### src/rtl/core/ede_pkg.sv
`default_nettype none
// ----------------------------------------------------------------------------
// Edit distance engine package
// Shared sizes, command codes, item types and the ASCII case fold.
// ----------------------------------------------------------------------------
package ede_pkg;

  localparam int MAX_LEN = 64;
  localparam int LEN_W   = $clog2(MAX_LEN + 1);
  localparam int ADDR_W  = (MAX_LEN > 1) ? $clog2(MAX_LEN) : 1;
  localparam int CODE_W  = 16;
  localparam int CMD_W   = 2;
  localparam int DIST_W  = 7;
  localparam int QDEPTH  = 4;
  localparam int QPTR_W  = $clog2(QDEPTH);
  localparam int QCNT_W  = $clog2(QDEPTH + 1);

  localparam logic [CMD_W-1:0] CMD_APPEND_A = 2'd0;
  localparam logic [CMD_W-1:0] CMD_APPEND_B = 2'd1;
  localparam logic [CMD_W-1:0] CMD_COMPUTE  = 2'd2;

  localparam logic [CODE_W-1:0] ASCII_UPPER_A  = 16'h0041;
  localparam logic [CODE_W-1:0] ASCII_UPPER_Z  = 16'h005A;
  localparam logic [CODE_W-1:0] ASCII_CASE_OFS = 16'h0020;

  typedef enum logic [1:0] {
    OP_APPEND_A,
    OP_APPEND_B,
    OP_COMPUTE
  } op_t;

  typedef struct packed {
    logic [CMD_W-1:0]  command;
    logic [CODE_W-1:0] char_code;
  } in_item_t;

  typedef struct packed {
    logic [DIST_W-1:0] distance;
    logic              overflowed;
  } out_item_t;

  typedef struct packed {
    op_t               op;
    logic [CODE_W-1:0] code;
  } q_entry_t;

  typedef struct packed {
    logic     valid;
    q_entry_t entry;
  } q_port_t;

  function automatic logic [CODE_W-1:0] fold_code(input logic [CODE_W-1:0] c,
                                                  input logic cs);
    logic [CODE_W-1:0] r;
    r = c;
    if (!cs && c >= ASCII_UPPER_A && c <= ASCII_UPPER_Z) begin
      r = c + ASCII_CASE_OFS;
    end
    return r;
  endfunction

endpackage
`default_nettype wire

### src/rtl/core/ede_front.sv
`default_nettype none
// ----------------------------------------------------------------------------
// Edit distance engine front end
// Accepts input items, decodes the command and pushes work into the queue.
// ----------------------------------------------------------------------------
module ede_front (
  input  wire logic              in_valid,
  input  wire ede_pkg::in_item_t in_item,
  output      logic              in_stall,
  input  wire logic              q_full,
  output      ede_pkg::q_port_t  push
);
  import ede_pkg::*;

  logic accept;

  assign in_stall = q_full;
  assign accept   = in_valid && !q_full;

  always_comb begin
    push.valid      = 1'b0;
    push.entry.op   = OP_APPEND_A;
    push.entry.code = in_item.char_code;
    unique case (in_item.command)
      CMD_APPEND_A: begin
        push.valid    = accept;
        push.entry.op = OP_APPEND_A;
      end
      CMD_APPEND_B: begin
        push.valid    = accept;
        push.entry.op = OP_APPEND_B;
      end
      CMD_COMPUTE: begin
        push.valid    = accept;
        push.entry.op = OP_COMPUTE;
      end
      // undefined command: take the item, drop it
      default: begin
        push.valid = 1'b0;
      end
    endcase
  end

endmodule
`default_nettype wire

### src/rtl/core/ede_queue.sv
`default_nettype none
// ----------------------------------------------------------------------------
// Edit distance engine work queue
// Small FIFO of decoded items between the front end and the back end.
// ----------------------------------------------------------------------------
module ede_queue (
  input  wire logic             clk,
  input  wire logic             rst_n,
  input  wire ede_pkg::q_port_t push,
  output      logic             full,
  output      ede_pkg::q_port_t head,
  input  wire logic             pop
);
  import ede_pkg::*;

  q_entry_t            entries_r [QDEPTH];
  logic [QPTR_W-1:0]   wr_ptr_r, wr_ptr_nxt;
  logic [QPTR_W-1:0]   rd_ptr_r, rd_ptr_nxt;
  logic [QCNT_W-1:0]   cnt_r, cnt_nxt;
  logic                do_push, do_pop;

  assign full       = (cnt_r == QCNT_W'(QDEPTH));
  assign head.valid = (cnt_r != '0);
  assign head.entry = entries_r[rd_ptr_r];

  assign do_push = push.valid && !full;
  assign do_pop  = pop && head.valid;

  always_comb begin
    wr_ptr_nxt = do_push ? wr_ptr_r + QPTR_W'(1) : wr_ptr_r;
    rd_ptr_nxt = do_pop  ? rd_ptr_r + QPTR_W'(1) : rd_ptr_r;
    cnt_nxt    = cnt_r;
    priority if (do_push && !do_pop) begin
      cnt_nxt = cnt_r + QCNT_W'(1);
    end else if (do_pop && !do_push) begin
      cnt_nxt = cnt_r - QCNT_W'(1);
    end
  end

  always_ff @(posedge clk) begin
    if (do_push) begin
      entries_r[wr_ptr_r] <= push.entry;
    end
  end

  always_ff @(posedge clk) begin
    if (!rst_n) begin
      wr_ptr_r <= '0;
      rd_ptr_r <= '0;
      cnt_r    <= '0;
    end else begin
      wr_ptr_r <= wr_ptr_nxt;
      rd_ptr_r <= rd_ptr_nxt;
      cnt_r    <= cnt_nxt;
    end
  end

endmodule
`default_nettype wire

### src/rtl/core/ede_back.sv
`default_nettype none
// ----------------------------------------------------------------------------
// Edit distance engine back end
// Holds both strings, runs the row-buffer dynamic program one cell per
// cycle within each row and drives the result register.
// ----------------------------------------------------------------------------
module ede_back (
  input  wire logic              clk,
  input  wire logic              rst_n,
  input  wire logic              case_sensitive,
  input  wire ede_pkg::q_port_t  q_head,
  output      logic              q_pop,
  output      logic              out_valid,
  input  wire logic              out_stall,
  output      ede_pkg::out_item_t out_item
);
  import ede_pkg::*;

  typedef enum logic [3:0] {
    ST_IDLE = 4'b0001,
    ST_ROW  = 4'b0010,
    ST_CELL = 4'b0100,
    ST_OUT  = 4'b1000
  } state_t;

  state_t            state_r, state_nxt;
  logic [LEN_W-1:0]  len_a_r, len_a_nxt;
  logic [LEN_W-1:0]  len_b_r, len_b_nxt;
  logic              ovf_r, ovf_nxt;
  logic [ADDR_W-1:0] i_r, i_nxt;
  logic [ADDR_W-1:0] j_r, j_nxt;
  logic [LEN_W-1:0]  left_r, left_nxt;
  logic [LEN_W-1:0]  diag_r, diag_nxt;
  logic [LEN_W-1:0]  res_r, res_nxt;
  logic              out_valid_r, out_valid_nxt;
  out_item_t         out_item_r, out_item_nxt;

  // string and row storage
  logic [CODE_W-1:0] str_a_mem [MAX_LEN];
  logic [CODE_W-1:0] str_b_mem [MAX_LEN];
  logic [LEN_W-1:0]  row_mem   [MAX_LEN + 1];
  logic [CODE_W-1:0] a_q_r, b_q_r;
  logic [LEN_W-1:0]  row_q_r;

  logic              a_we, b_we, a_re, b_re, row_we, row_re;
  logic [ADDR_W-1:0] a_waddr, b_waddr, a_raddr, b_raddr;
  logic [LEN_W-1:0]  row_waddr, row_raddr, row_wdata;

  // cell update
  logic [LEN_W-1:0]  above;
  logic              cost;
  logic [LEN_W:0]    cand_left, cand_above, cand_diag, cand_min;
  logic [LEN_W-1:0]  cell_val;
  logic [LEN_W-1:0]  j_next_len;

  assign out_valid = out_valid_r;
  assign out_item  = out_item_r;

  always_comb begin
    above      = (i_r == '0) ? LEN_W'(j_r) + LEN_W'(1) : row_q_r;
    cost       = (fold_code(a_q_r, case_sensitive) != fold_code(b_q_r, case_sensitive));
    cand_left  = {1'b0, left_r} + (LEN_W+1)'(1);
    cand_above = {1'b0, above} + (LEN_W+1)'(1);
    cand_diag  = {1'b0, diag_r} + (LEN_W+1)'(cost);
    cand_min   = (cand_left < cand_above) ? cand_left : cand_above;
    cand_min   = (cand_diag < cand_min) ? cand_diag : cand_min;
    cell_val   = cand_min[LEN_W-1:0];
    j_next_len = LEN_W'(j_r) + LEN_W'(1);
  end

  always_comb begin
    state_nxt     = state_r;
    len_a_nxt     = len_a_r;
    len_b_nxt     = len_b_r;
    ovf_nxt       = ovf_r;
    i_nxt         = i_r;
    j_nxt         = j_r;
    left_nxt      = left_r;
    diag_nxt      = diag_r;
    res_nxt       = res_r;
    out_item_nxt  = out_item_r;
    out_valid_nxt = out_valid_r && out_stall;
    q_pop         = 1'b0;
    a_we          = 1'b0;
    b_we          = 1'b0;
    a_re          = 1'b0;
    b_re          = 1'b0;
    row_we        = 1'b0;
    row_re        = 1'b0;
    a_waddr       = len_a_r[ADDR_W-1:0];
    b_waddr       = len_b_r[ADDR_W-1:0];
    a_raddr       = i_r;
    b_raddr       = '0;
    row_raddr     = LEN_W'(1);
    row_waddr     = j_next_len;
    row_wdata     = cell_val;

    unique case (state_r)
      ST_IDLE: begin
        if (q_head.valid) begin
          q_pop = 1'b1;
          unique case (q_head.entry.op)
            OP_APPEND_A: begin
              if (len_a_r < LEN_W'(MAX_LEN)) begin
                a_we      = 1'b1;
                len_a_nxt = len_a_r + LEN_W'(1);
              end else begin
                ovf_nxt = 1'b1;
              end
            end
            OP_APPEND_B: begin
              if (len_b_r < LEN_W'(MAX_LEN)) begin
                b_we      = 1'b1;
                len_b_nxt = len_b_r + LEN_W'(1);
              end else begin
                ovf_nxt = 1'b1;
              end
            end
            OP_COMPUTE: begin
              priority if (len_a_r == '0) begin
                res_nxt   = len_b_r;
                state_nxt = ST_OUT;
              end else if (len_b_r == '0) begin
                res_nxt   = len_a_r;
                state_nxt = ST_OUT;
              end else begin
                i_nxt     = '0;
                state_nxt = ST_ROW;
              end
            end
            default: begin
              q_pop = 1'b1;
            end
          endcase
        end
      end

      // fetch the row's A code and the first B code and row entry
      ST_ROW: begin
        a_re      = 1'b1;
        b_re      = 1'b1;
        row_re    = 1'b1;
        j_nxt     = '0;
        left_nxt  = LEN_W'(i_r) + LEN_W'(1);
        diag_nxt  = LEN_W'(i_r);
        state_nxt = ST_CELL;
      end

      ST_CELL: begin
        row_we   = 1'b1;
        left_nxt = cell_val;
        diag_nxt = above;
        priority if (j_next_len < len_b_r) begin
          j_nxt     = j_r + ADDR_W'(1);
          b_re      = 1'b1;
          b_raddr   = j_r + ADDR_W'(1);
          row_re    = 1'b1;
          row_raddr = j_next_len + LEN_W'(1);
        end else if ((LEN_W'(i_r) + LEN_W'(1)) < len_a_r) begin
          i_nxt     = i_r + ADDR_W'(1);
          state_nxt = ST_ROW;
        end else begin
          res_nxt   = cell_val;
          state_nxt = ST_OUT;
        end
      end

      ST_OUT: begin
        if (!out_valid_r || !out_stall) begin
          out_valid_nxt           = 1'b1;
          out_item_nxt.distance   = DIST_W'(res_r);
          out_item_nxt.overflowed = ovf_r;
          len_a_nxt               = '0;
          len_b_nxt               = '0;
          ovf_nxt                 = 1'b0;
          state_nxt               = ST_IDLE;
        end
      end

      default: begin
        state_nxt = ST_IDLE;
      end
    endcase
  end

  always_ff @(posedge clk) begin
    if (a_we) begin
      str_a_mem[a_waddr] <= q_head.entry.code;
    end
    if (a_re) begin
      a_q_r <= str_a_mem[a_raddr];
    end
  end

  always_ff @(posedge clk) begin
    if (b_we) begin
      str_b_mem[b_waddr] <= q_head.entry.code;
    end
    if (b_re) begin
      b_q_r <= str_b_mem[b_raddr];
    end
  end

  always_ff @(posedge clk) begin
    if (row_we) begin
      row_mem[row_waddr] <= row_wdata;
    end
    if (row_re) begin
      row_q_r <= row_mem[row_raddr];
    end
  end

  always_ff @(posedge clk) begin
    i_r        <= i_nxt;
    j_r        <= j_nxt;
    left_r     <= left_nxt;
    diag_r     <= diag_nxt;
    res_r      <= res_nxt;
    out_item_r <= out_item_nxt;
  end

  always_ff @(posedge clk) begin
    if (!rst_n) begin
      state_r     <= ST_IDLE;
      len_a_r     <= '0;
      len_b_r     <= '0;
      ovf_r       <= 1'b0;
      out_valid_r <= 1'b0;
    end else begin
      state_r     <= state_nxt;
      len_a_r     <= len_a_nxt;
      len_b_r     <= len_b_nxt;
      ovf_r       <= ovf_nxt;
      out_valid_r <= out_valid_nxt;
    end
  end

endmodule
`default_nettype wire

### src/rtl/core/edit_distance_engine_core.sv
`default_nettype none
// ----------------------------------------------------------------------------
// Edit distance engine core
// Loads two strings of 16-bit codes and returns their Levenshtein distance.
//
//   Channel  Signals                      Direction  Carries
//   in       in_valid/in_stall/in_item    input      command + char_code
//   out      out_valid/out_stall/out_item output     distance + overflowed
//   cfg      cfg_we/cfg_wdata             input      case_sensitive
//
// Appends retire one per cycle, while the back end is idle, through a
// four-entry work queue. A compute runs in the back end one cell per cycle
// within each row, through the shared cell update and the single-read row
// buffer; an empty string skips straight to the result.
// Synchronous active-low reset clears lengths, overflow, queue, out_valid.
// in_stall rises when the queue is full; out_stall holds result and back end.
// ----------------------------------------------------------------------------
module edit_distance_engine_core (
  input  wire logic               clk,
  input  wire logic               rst_n,
  input  wire logic               cfg_we,
  input  wire logic               cfg_wdata,
  input  wire logic               in_valid,
  output      logic               in_stall,
  input  wire ede_pkg::in_item_t  in_item,
  output      logic               out_valid,
  input  wire logic               out_stall,
  output      ede_pkg::out_item_t out_item
);
  import ede_pkg::*;

  logic    case_sensitive_r, case_sensitive_nxt;
  q_port_t fe_push;
  q_port_t q_head;
  logic    q_full;
  logic    q_pop;

  assign case_sensitive_nxt = cfg_we ? cfg_wdata : case_sensitive_r;

  always_ff @(posedge clk) begin
    if (!rst_n) begin
      case_sensitive_r <= 1'b1;
    end else begin
      case_sensitive_r <= case_sensitive_nxt;
    end
  end

  ede_front u_front (
    .in_valid (in_valid),
    .in_item  (in_item),
    .in_stall (in_stall),
    .q_full   (q_full),
    .push     (fe_push)
  );

  ede_queue u_queue (
    .clk   (clk),
    .rst_n (rst_n),
    .push  (fe_push),
    .full  (q_full),
    .head  (q_head),
    .pop   (q_pop)
  );

  ede_back u_back (
    .clk            (clk),
    .rst_n          (rst_n),
    .case_sensitive (case_sensitive_r),
    .q_head         (q_head),
    .q_pop          (q_pop),
    .out_valid      (out_valid),
    .out_stall      (out_stall),
    .out_item       (out_item)
  );

  a_pop_has_item: assert property (@(posedge clk) disable iff (!rst_n)
    q_pop |-> q_head.valid)
    else $error("back end popped an empty queue");

  a_no_push_when_full: assert property (@(posedge clk) disable iff (!rst_n)
    fe_push.valid |-> !q_full)
    else $error("front end pushed into a full queue");

  a_reset_clears_out: assert property (@(posedge clk)
    !rst_n |=> !out_valid)
    else $error("result valid after reset");

endmodule
`default_nettype wire
### config.mk
export PLATFORM = sky130hd
export DESIGN_NAME = edit_distance_engine_core
export DESIGN_NICKNAME = d
export VERILOG_FILES = /design/src/rtl/core/ede_pkg.sv /design/src/rtl/core/ede_front.sv /design/src/rtl/core/ede_queue.sv /design/src/rtl/core/ede_back.sv /design/src/rtl/core/edit_distance_engine_core.sv
export SDC_FILE = /design/constraint.sdc
export NUM_CORES = 2
export LEC_CHECK = 0
export BUFFER_PORTS_ARGS = -buffer_cell sky130_fd_sc_hd__buf_2
export CAP_MARGIN = 20
export CORE_UTILIZATION = 50
export CTS_CLUSTER_DIAMETER = 40
export DETAILED_ROUTE_END_ITERATION = 10
export GPL_TIMING_DRIVEN = 0
export PLACE_DENSITY = 0.64
export SYNTH_ARGS = -nofsm -noshare
export SYNTH_HDL_FRONTEND = slang
export SYNTH_SLANG_ARGS = --single-unit
### constraint.sdc
create_clock -name clk -period 24.4 [get_ports clk]
set_input_delay 0 -clock clk [delete_from_list [all_inputs] [get_ports clk]]
set_output_delay 0 -clock clk [all_outputs]
set_load 0.02 [all_outputs]
==> out/qor.tcl <==
set qor(first_global_vias) 62500
set qor(syn-mean-instance-area_um2) 17.6
set qor(layout_overhead_on_the_synthesized_area_pct) 18.9
set qor(clock-sinks) 2685
set qor(post_drt_via_cell_ratio) 6.62
set qor(routed_wl_mm) 352
set qor(period_share_pct) 49.5
set qor(postLayoutCellArea_um2) 127000
set qor(layout_cells_sized_above_1_pct) 21.6
set qor(antenna_violating_nets_post_route) 0
set qor(maxSlewHeadroom_pct) 12.4
set qor(post_synthesis_async_set_or_reset_flop_share_pct) 0
set qor(grt_setup_unrepaired) {no}
set qor(tritoncts) {built}
set qor(final_period_minus_worst_setup_slack_ps) 12080
set qor(finalCoreUtilization_pct) 59.8
set qor(grt_pass1_wl_mm) 484
set qor(first_iter_violations) 10800
set qor(synth_enable_flop_cells) 2655
set qor(synth.area.top_cells) {sky130_fd_sc_hd__edfxtp_1, sky130_fd_sc_hd__mux4_2, sky130_fd_sc_hd__mux2i_1}
set qor(start_util_pct) 50.3
set qor(number_of_buffers_created_by_cts) 381
set qor(clock_transition_at_path_regs_ps) 60
set qor(synth_area_leader_cell) {sky130_fd_sc_hd__edfxtp_1}
set qor(finalSetupViolCount) 0
set qor(fill_cells) 15400
set qor(post_dp_cell_area_um2) 113000
set qor(synth_fp_nets) 6129
set qor(clock_path_buffers) 4
set qor(fraction_of_power_consumed_by_sequential_logic_pct) 46.1
set qor(routabilityCongestion) 1.00
set qor(worstRegToRegCells) 22
set qor(port_buffers) 33
set qor(first_pass_iters) 6
set qor(postSynthCellCount) 6059
set qor(timing.final.max_slew_violations) 0
set qor(synth_cell_type_count) 89
set qor(min-delay-path-class) {input port to register}
set qor(p_switching_mw) 2.88
set qor(yosys_warnings) 0
set qor(status) {completed}
set qor(initial_antenna_violation_count) 31
set qor(fin_setup_tns_ps) 0
set qor(vdd.ir_drop.worst_v) 0.0000884
set qor(worst-path-max-fanout) 10
set qor(core.rowCount) 169
set qor(comb_power_share_pct) 8.3
set qor(synth_flop_cell) {sky130_fd_sc_hd__edfxtp_1}
set qor(startpoint_type) {register}
set qor(overflow) 0
set qor(synth.ff_latch_count) 2685
set qor(timing.critical_path.to_type) {register}
set qor(dp_hpwl_mm) 240
set qor(design.die.area_um2) 215000
set qor(multiInputGateArea_um2) 25100
set qor(floorplan.core_area_um2) 212000
set qor(final-instance-count-excl-fill) 9823
set qor(io_pins) 34
set qor(crit_required_ps) 25040
set qor(path_class) {register to register}
set qor(cap_viol_max_count) 0
set qor(drcViolationCount) 0
set qor(clockPowerShare_pct) 45.6
set qor(die_y_um) 464
set qor(die_width_um) 464
set qor(ff_latch_area_um2) 80300
set qor(cts_post_setup_buffers_inserted) 0
set qor(areal_power_density_over_the_cells_nw_per_um2) 95.1
set qor(htreeDepth) 5
set qor(synth.yosys.seq_area_share_pct) 75.3
set qor(grt_max_degree) 89
set qor(switching_share_pct) 23.9
set qor(cellLeakagePower_nw) 41.1
set qor(clock_tree.root_cell) {sky130_fd_sc_hd__clkbuf_16}
set qor(final_nets) 6765
set qor(mappedNetlistArea_um2) 107000
set qor(worstMarginPinSlew_ps) 1300
set qor(arrival_ps) 12730
set qor(via_count) 65000
set qor(yosys.area.top_type_share_pct) 74.7
set qor(max_freq_mhz) 82.8
set qor(clock_insertion_delay_at_the_later_pin_of_the_skew_report_ps) 1000
set qor(worst_clock_skew_ps) 75.3
set qor(internal_power_mw) 9.18
set qor(total_power_mw) 12.1
set qor(hold_depth) 3
set qor(finalHoldViolations) 0
set qor(avgRoutedWirePerCell_um) 35.8
set qor(global_route.usage.total_pct) 32.4
set qor(placed_cells) 9070
final cells by class:
cell class | instances | share of cell area [%]
Antenna cell | 10 | 0.0197
Buffer | 364 | 1.19
Clock buffer | 427 | 7.76
Clock inverter | 253 | 2.22
Inverter | 54 | 0.160
Multi-Input combinational cell | 2956 | 19.8
Sequential cell | 2685 | 63.3
Tap cell | 2821 | 2.78
Timing Repair Buffer | 253 | 2.78
timing repair:
action,in CTS,in global routing
endpoints found under the hold margin,96,0
hold buffers,45,0
setup endpoints to repair,0,0
gates resized for setup,0,0
worst max-delay path: stages (launching register included):
cell and delay [ps]:
sky130_fd_sc_hd__edfxtp_1 380, sky130_fd_sc_hd__buf_2 200, sky130_fd_sc_hd__inv_1 80, sky130_fd_sc_hd__clkbuf_1 870, sky130_fd_sc_hd__clkbuf_1 690, sky130_fd_sc_hd__clkbuf_1 890, sky130_fd_sc_hd__clkbuf_1 960, sky130_fd_sc_hd__ha_1 390
sky130_fd_sc_hd__clkbuf_1 210, sky130_fd_sc_hd__inv_1 340, sky130_fd_sc_hd__clkbuf_1 490, sky130_fd_sc_hd__clkbuf_1 990, sky130_fd_sc_hd__ha_1 240, sky130_fd_sc_hd__nand2_1 120, sky130_fd_sc_hd__o21ai_2 420, sky130_fd_sc_hd__a21oi_2 360
sky130_fd_sc_hd__nand2_1 470, sky130_fd_sc_hd__clkbuf_1 710, sky130_fd_sc_hd__clkbuf_1 750, sky130_fd_sc_hd__o221ai_1 510, sky130_fd_sc_hd__a32oi_1 320, sky130_fd_sc_hd__o21ai_0 460, sky130_fd_sc_hd__a222oi_1 880
cell usage in the layout, fill, tap and decap left out, drive strengths merged, types with 45 or more instances in the layout:
cell	count
a211oi	65
nand3	143
edfxtp	2655
buf	379
mux2i	213
mux2	51
a21oi	204
clkinv	137
inv	92
a31oi	69
mux4	372
nor3	71
nand2	413
nor2	383
o21ai	152
o22ai	59
bufinv	49
clkbuf	619
o221ai	100
dlygate4sd3	45
ha	45
metal layers:
| layer | vias up | part of all wire [%] | wire length, µm | global-route usage [%] |
|---|---|---|---|---|
| li1 | 26000 | - | - | - |
| met1 | 33400 | 37 | 131000 | 44.2 |
| met2 | 4693 | 44 | 155000 | 47.4 |
| met3 | 965 | 13 | 44300 | 9.14 |
| met4 | 20 | 5.9 | 20900 | 17.5 |
| met5 | - | 0.040 | 141 | 0 |
cell families (layout without fill, tap and decap cells):
family	Yosys count	after routing	share of synthesized area, %
flops	2685	2685	75.3
other cells	0	10	0
compound gates	996	996	6.58
fa+ha+maj	46	46	0.546
buf+inv	418	1351	1.60
xor+xnor	61	61	0.515
simple gates	1217	1217	5.11
mux	636	636	10.4
sequential cells by signal, summed over array words and instances, names as in the netlist, 3 cells and up, named ones only:
register and count:
u_back.a_q_r 16, u_back.a_raddr 6, u_back.b_q_r 16, u_back.diag_r 7, u_back.j_r 6, u_back.left_r 7, u_back.len_a_r 7, u_back.len_b_r 7
u_back.out_item 8, u_back.res_r 7, u_back.row_mem 455, u_back.row_q_r 7, u_back.state_r 4, u_back.str_a_mem 1024, u_back.str_b_mem 1024, u_queue.cnt_r 3
u_queue.entries_r 72
stage by stage:
step | hold WS [ps] | setup slack [ps]
after global placement | 210 | 8190
final | 80.8 | 12320
after CTS | 28.0 | 13070
after detailed placement | 216 | 13110
after floorplan | 98.9 | 15280
after global routing | 65.6 | 12510
synth_stat cells, types with 15 or more instances:
cell	count
sky130_fd_sc_hd__edfxtp_1	2655
sky130_fd_sc_hd__nand2_1	413
sky130_fd_sc_hd__nor2_1	383
sky130_fd_sc_hd__mux4_2	372
sky130_fd_sc_hd__mux2i_1	213
sky130_fd_sc_hd__a21oi_1	201
sky130_fd_sc_hd__clkbuf_1	191
sky130_fd_sc_hd__o21ai_0	150
sky130_fd_sc_hd__nand3_1	143
sky130_fd_sc_hd__o221ai_1	99
sky130_fd_sc_hd__buf_2	97
sky130_fd_sc_hd__buf_1	72
sky130_fd_sc_hd__nor3_1	71
sky130_fd_sc_hd__a31oi_1	69
sky130_fd_sc_hd__a211oi_1	60
sky130_fd_sc_hd__o22ai_1	59
sky130_fd_sc_hd__mux2_2	51
sky130_fd_sc_hd__inv_1	50
sky130_fd_sc_hd__ha_1	45
sky130_fd_sc_hd__xnor2_1	38
sky130_fd_sc_hd__o211ai_1	37
sky130_fd_sc_hd__or3_1	37
sky130_fd_sc_hd__and3_1	36
sky130_fd_sc_hd__a21o_1	32
sky130_fd_sc_hd__dfxtp_1	30
sky130_fd_sc_hd__a221oi_1	26
sky130_fd_sc_hd__nor4_1	26
sky130_fd_sc_hd__o2bb2ai_1	26
sky130_fd_sc_hd__nor2b_1	24
sky130_fd_sc_hd__xor2_1	21
sky130_fd_sc_hd__and2_1	20
sky130_fd_sc_hd__o32ai_1	20
sky130_fd_sc_hd__a211o_1	19
sky130_fd_sc_hd__a2111oi_0	16
sky130_fd_sc_hd__o21a_1	16
sky130_fd_sc_hd__a221o_1	15
worst paths after layout:
kind,start,endpoint,slack (ps)
worst max-delay path,u_back.j_r[0],u_back.b_q_r[5],12320
worst min-delay path,in_item[16],u_queue.entries_r[1][16],80
worst max register to register,u_back.j_r[0],u_back.b_q_r[5],12320
worst min register to register,u_back.res_r[4],u_back.out_item[5],390
power groups by stage:
stage / Clock, mW / Sequential [mW] / Combinational [mW]
floorplan: 0 / 5.66 / 0.420
global placement: 0 / 5.71 / 0.839
detailed placement: 0 / 5.65 / 0.980
CTS: 5.52 / 5.56 / 0.986
global route: 5.71 / 5.56 / 1.03
finish: 5.50 / 5.56 / 1.01
No activity file was read; power rests on OpenSTA's default activity.
